<file path="src/rtl/mfrd_pkg.sv">
// Shared types for the monochrome page frame buffer: request codes, controller
// states and the command/status bundles between controller and datapath.
// No dependencies.
package mfrd_pkg;

  // Request codes carried on tuser. Code 3 is unused; it leaves the store alone but still returns a zero result.
  typedef enum logic [1:0] {
    REQ_CLEAR = 2'd0,
    REQ_RECT  = 2'd1,
    REQ_READ  = 2'd2
  } req_e;

  // Fixed geometry of the coordinate fields
  localparam int unsigned CoordW = 8;
  localparam int unsigned PageW  = CoordW - 3;

  typedef enum logic [2:0] {
    ST_INIT,
    ST_IDLE,
    ST_CLEAR,
    ST_RECT,
    ST_RD,
    ST_WR,
    ST_RDB,
    ST_DONE
  } state_e;

  // Controller to datapath
  typedef struct packed {
    logic accept;     // latch request fields, restart sub-rectangle index
    logic clr_step;   // write zero at sweep pointer, advance it
    logic rect_load;  // load bounds of the current sub-rectangle
    logic rect_next;  // move to the next sub-rectangle
    logic rd_draw;    // read store byte at walk address
    logic wr_draw;    // write modified byte, advance walk
    logic rd_byte;    // read store byte for a read request
    logic out_load;   // load the result register
  } cmd_t;

  // Datapath to controller
  typedef struct packed {
    logic       clr_last;
    logic       rect_empty;
    logic       sub_last;
    logic       walk_last;
    logic       out_busy;
  } sts_t;

endpackage

</file>
<file path="src/rtl/mfrd_ctrl.sv">
// Controller of the frame buffer: sequences clear sweeps, rectangle byte walks
// and byte reads over the datapath. Depends on mfrd_pkg.
module mfrd_ctrl (
  input  logic           clk_i,
  input  logic           rst_ni,
  input  logic           in_valid_i,
  input  logic [1:0]     in_req_i,
  output logic           in_ready_o,
  output mfrd_pkg::cmd_t cmd_o,
  input  mfrd_pkg::sts_t sts_i
);

  mfrd_pkg::state_e state_q, state_d;

  always_ff @(posedge clk_i or negedge rst_ni) begin
    if (!rst_ni) begin
      state_q <= mfrd_pkg::ST_INIT;
    end else begin
      state_q <= state_d;
    end
  end

  // Next state
  always_comb begin
    state_d = state_q;
    unique case (state_q)
      mfrd_pkg::ST_INIT: begin
        if (sts_i.clr_last) state_d = mfrd_pkg::ST_IDLE;
      end
      mfrd_pkg::ST_IDLE: begin
        if (in_valid_i) begin
          case (in_req_i)
            mfrd_pkg::REQ_CLEAR: state_d = mfrd_pkg::ST_CLEAR;
            mfrd_pkg::REQ_RECT:  state_d = mfrd_pkg::ST_RECT;
            mfrd_pkg::REQ_READ:  state_d = mfrd_pkg::ST_RDB;
            default:             state_d = mfrd_pkg::ST_DONE;
          endcase
        end
      end
      mfrd_pkg::ST_CLEAR: begin
        if (sts_i.clr_last) state_d = mfrd_pkg::ST_DONE;
      end
      mfrd_pkg::ST_RECT: begin
        if (!sts_i.rect_empty) begin
          state_d = mfrd_pkg::ST_RD;
        end else if (sts_i.sub_last) begin
          state_d = mfrd_pkg::ST_DONE;
        end
      end
      mfrd_pkg::ST_RD: begin
        state_d = mfrd_pkg::ST_WR;
      end
      mfrd_pkg::ST_WR: begin
        if (!sts_i.walk_last) begin
          state_d = mfrd_pkg::ST_RD;
        end else if (sts_i.sub_last) begin
          state_d = mfrd_pkg::ST_DONE;
        end else begin
          state_d = mfrd_pkg::ST_RECT;
        end
      end
      mfrd_pkg::ST_RDB: begin
        state_d = mfrd_pkg::ST_DONE;
      end
      mfrd_pkg::ST_DONE: begin
        if (!sts_i.out_busy) state_d = mfrd_pkg::ST_IDLE;
      end
      default: begin
        state_d = mfrd_pkg::ST_INIT;
      end
    endcase
  end

  // Outputs
  always_comb begin
    cmd_o      = '0;
    in_ready_o = 1'b0;
    unique case (state_q)
      mfrd_pkg::ST_INIT, mfrd_pkg::ST_CLEAR: begin
        cmd_o.clr_step = 1'b1;
      end
      mfrd_pkg::ST_IDLE: begin
        in_ready_o   = 1'b1;
        cmd_o.accept = in_valid_i;
      end
      mfrd_pkg::ST_RECT: begin
        cmd_o.rect_load = 1'b1;
        cmd_o.rect_next = sts_i.rect_empty && !sts_i.sub_last;
      end
      mfrd_pkg::ST_RD: begin
        cmd_o.rd_draw = 1'b1;
      end
      mfrd_pkg::ST_WR: begin
        cmd_o.wr_draw   = 1'b1;
        cmd_o.rect_next = sts_i.walk_last && !sts_i.sub_last;
      end
      mfrd_pkg::ST_RDB: begin
        cmd_o.rd_byte = 1'b1;
      end
      mfrd_pkg::ST_DONE: begin
        cmd_o.out_load = !sts_i.out_busy;
      end
      default: begin
        cmd_o = '0;
      end
    endcase
  end

endmodule

</file>
<file path="config.mk">
export PLATFORM = sky130hd
export DESIGN_NAME = mfrd_ctrl
export DESIGN_NICKNAME = d
export VERILOG_FILES = /design/src/rtl/mfrd_pkg.sv /design/src/rtl/mfrd_ctrl.sv
export SDC_FILE = /design/constraint.sdc
export NUM_CORES = 1
export LEC_CHECK = 0
export BUFFER_PORTS_ARGS = -buffer_cell sky130_fd_sc_hd__buf_2
export CAP_MARGIN = 20
export CORE_AREA = 5 5 42 44
export DETAILED_ROUTE_END_ITERATION = 12
export DIE_AREA = 0 0 47 49
export PLACE_DENSITY = 0.62
export REMOVE_ABC_BUFFERS = 1
export SLEW_MARGIN = 0
export SYNTH_ARGS = -nofsm -noshare
export SYNTH_HDL_FRONTEND = slang
export SYNTH_SLANG_ARGS = --single-unit
</file>
<file path="constraint.sdc">
create_clock -name clk_i -period 2.9 [get_ports clk_i]
set_input_delay 0.145 -clock clk_i [delete_from_list [all_inputs] [get_ports clk_i]]
set_output_delay 0.145 -clock clk_i [all_outputs]
set_load 0.01 [all_outputs]
</file>
==> impl_metrics.ini <==
[outcome]
status = finished, final reports clean

[drt]
routedWlPerCell_um = 11.6
wirelength_um = 953
drc_errors = 0
postRouteAntennaNets = 0
drtPass1Iterations = 2
drt_iter0_drc = 6
vias_per_cell = 4.91
num_vias = 403

[power_and_ir_drop]
netSwitchingFraction = 0.489
p_int_mw = 0.256
power_density_mw_per_mm2 = 1070
pwr-share-comb = 0.543
pwr-share-clk = 0.155
p_sw_mw = 0.245
p_leak_nw = 0.224
p_total_mw = 0.502
seqPwrFrac = 0.302
vdd_drop_max_uv = 333

[timing]
hold_viol = 0
max_freq_mhz = 620
finalCritPeriodShare = 0.557
relSlewSlack = 0.624
setup_viol = 0
slew_violations = 0
min_period_ps = 1610
rsz0062_at_grt = false
fin_tns_setup_ps = 0
clock_skew_ps = 3.28
whs_ps = 204
tightestPinTransition_ps = 565

[cells_and_area]
area_growth_pct = 33.2
top_register = state_q
final_area_um2 = 467
nets = 77
final_layout_size_suffix_gt1_frac = 0.364
largest_register_ffs = 3
top_regs = state_q: 3 flops
insertedDiodeCount = 0

[logic_synthesis]
ys_ff_latch = 3
synth_cells = 48
synth_cell_types = 24
ys_warn_count = 0
synth.yosys.seq_area_share = 0.214
syn_area_um2 = 350
yosysTopAreaCell = dfrtp_1
synth_top_area_share = 0.214
synthTopCellsByArea = dfrtp_1 (21%), nor3b_1 (11%), nor2_1 (7.5%)
syn_avg_cell_area_um2 = 7.30

[worst_setup_path]
r2r_slack_ps = 1340
startpoint_type = flop
arrival_ps = 1470
crit_fanout = 12
cp-end-kind = primary output
cp.required_ps = 2760
worstSetupPathType = flop to primary output

[clocking]
clock_path_buffers = 2
cts_buffers = 3
cts_tree = done
path_clk_slew_ps = 40
cts.repair.resized = 0
cts.sinks = 3
h-tree-depth = 1
clk_latency_ps = 240
cts-root-buf = clkbuf_4

[grt]
antenna_found_initial = 0
grt_pass1_wl_mm = 1.55
gr-total-overflow = 0
grt_pass1_vias = 370
grt_max_degree = 21
grt_usage = 0.0895

[die]
fp.dieH_um = 49
initial_core_util = 0.250
die_x_um = 47
rows = 14
design.portCount = 19
die-area_mm2 = 0.00230
core_mm2 = 0.00140

[flow_run]
cap_viol_max_count = 0

[placement]
dpl_cell_area_um2 = 430
gp_congestion = 0.775
portBuffers = 18

[hold_path]
hold_path_class = input port to flop
-- timing repair --
action / in CTS / in global routing
endpoints found under the hold margin: 3 / 0
hold buffers: 1 / 0
endpoints found under the setup margin: 0 / 0
buffers inserted: 0 / 0
-- metal layers --
layer / part of all wire / global-route usage / routed length (um) / up-vias
li1: - / - / - / 209
met1: 0.46 / 0.115 / 442 / 177
met2: 0.43 / 0.129 / 413 / 15
met3: 0.087 / 0.0221 / 83 / 2
met4: 0.015 / 0.0553 / 14 / 0
met5: 0 / 0 / 0 / -
-- final cells by class --
class,instances,area (um2)
multi-input combinational,38,238
timing repair buffer,19,100
inverter,2,7.51
fill,159,935
clock buffer,4,26.3
sequential,3,75.1
tap,16,20.0
-- power by group through the flow --
stage / logic (mW) / clock network, mW / registers (mW)
floorplan: 0.200 / 0 / 0.129
global placement: 0.271 / 0 / 0.149
detailed placement: 0.274 / 0 / 0.152
CTS: 0.275 / 0.0794 / 0.151
global route: 0.304 / 0.0826 / 0.163
finish: 0.272 / 0.0777 / 0.152
-- synth_stat cells --
cell type / n
nor2_1: 7
a21oi_1: 5
nor3b_1: 5
o21ai_0: 4
buf_2: 3
dfrtp_1: 3
nand2_1: 3
buf_4: 2
a211o_1: 1
a21boi_1: 1
a31oi_1: 1
and2_1: 1
and3_1: 1
inv_1: 1
inv_2: 1
mux2_1: 1
nand2b_4: 1
nand3b_1: 1
nand4_1: 1
o211ai_1: 1
o22a_1: 1
o22ai_1: 1
o22ai_2: 1
o2bb2ai_1: 1
-- logic make-up (layout without fill, tap and decap cells) --
logic type | count (synthesis) | after routing | share of synthesized area
flops | 3 | 3 | 0.214
buf+inv | 7 | 25 | 0.107
compound gates | 17 | 17 | 0.318
simple gates | 20 | 20 | 0.329
mux | 1 | 1 | 0.0321
-- layout by cell type (no fill, tap or decap) --
cell / instances
mux2_1: 1
nor3b_1: 5
a21boi_1: 1
a21oi_1: 5
and2_1: 1
o22ai_2: 1
clkbuf_4: 3
o211ai_1: 1
inv_2: 1
nand2b_4: 1
a211o_1: 1
buf_2: 18
o22ai_1: 1
nand4_1: 1
o21ai_0: 4
a31oi_1: 1
and3_1: 1
dlygate4sd3_1: 1
nand3b_1: 1
o22a_1: 1
dfrtp_1: 3
inv_1: 1
nor2_1: 7
o2bb2ai_1: 1
clkbuf_1: 1
nand2_1: 3
-- worst max-delay path, cell delays in order (launching register included) --
cell and delay, ps:
dfrtp_1 550, nand2_1 170, nor2_1 120, a31oi_1 50, nor3b_1 190, buf_2 150
-- stage by stage --
stage                     setup slack (ps)  cells   util
after CTS                             1260     82  0.333
after floorplan                       1490     43      -
after global routing                  1100     82  0.333
after detailed placement              1340     77  0.307
after global placement                1370     77  0.307
final                                 1290     82  0.333
-- final timing paths --
path,from,end,depth (start not counted)
max in group asynchronous,rst_ni,state_q[1],2
min in group asynchronous,rst_ni,state_q[2],2
worst max register to register,state_q[2],state_q[0],4
worst min register to register,state_q[1],state_q[1],1
worst min-delay path,sts_i[0],state_q[2],3
worst max-delay path,state_q[1],cmd_o[4],5
(Power assumes the default switching activity.)
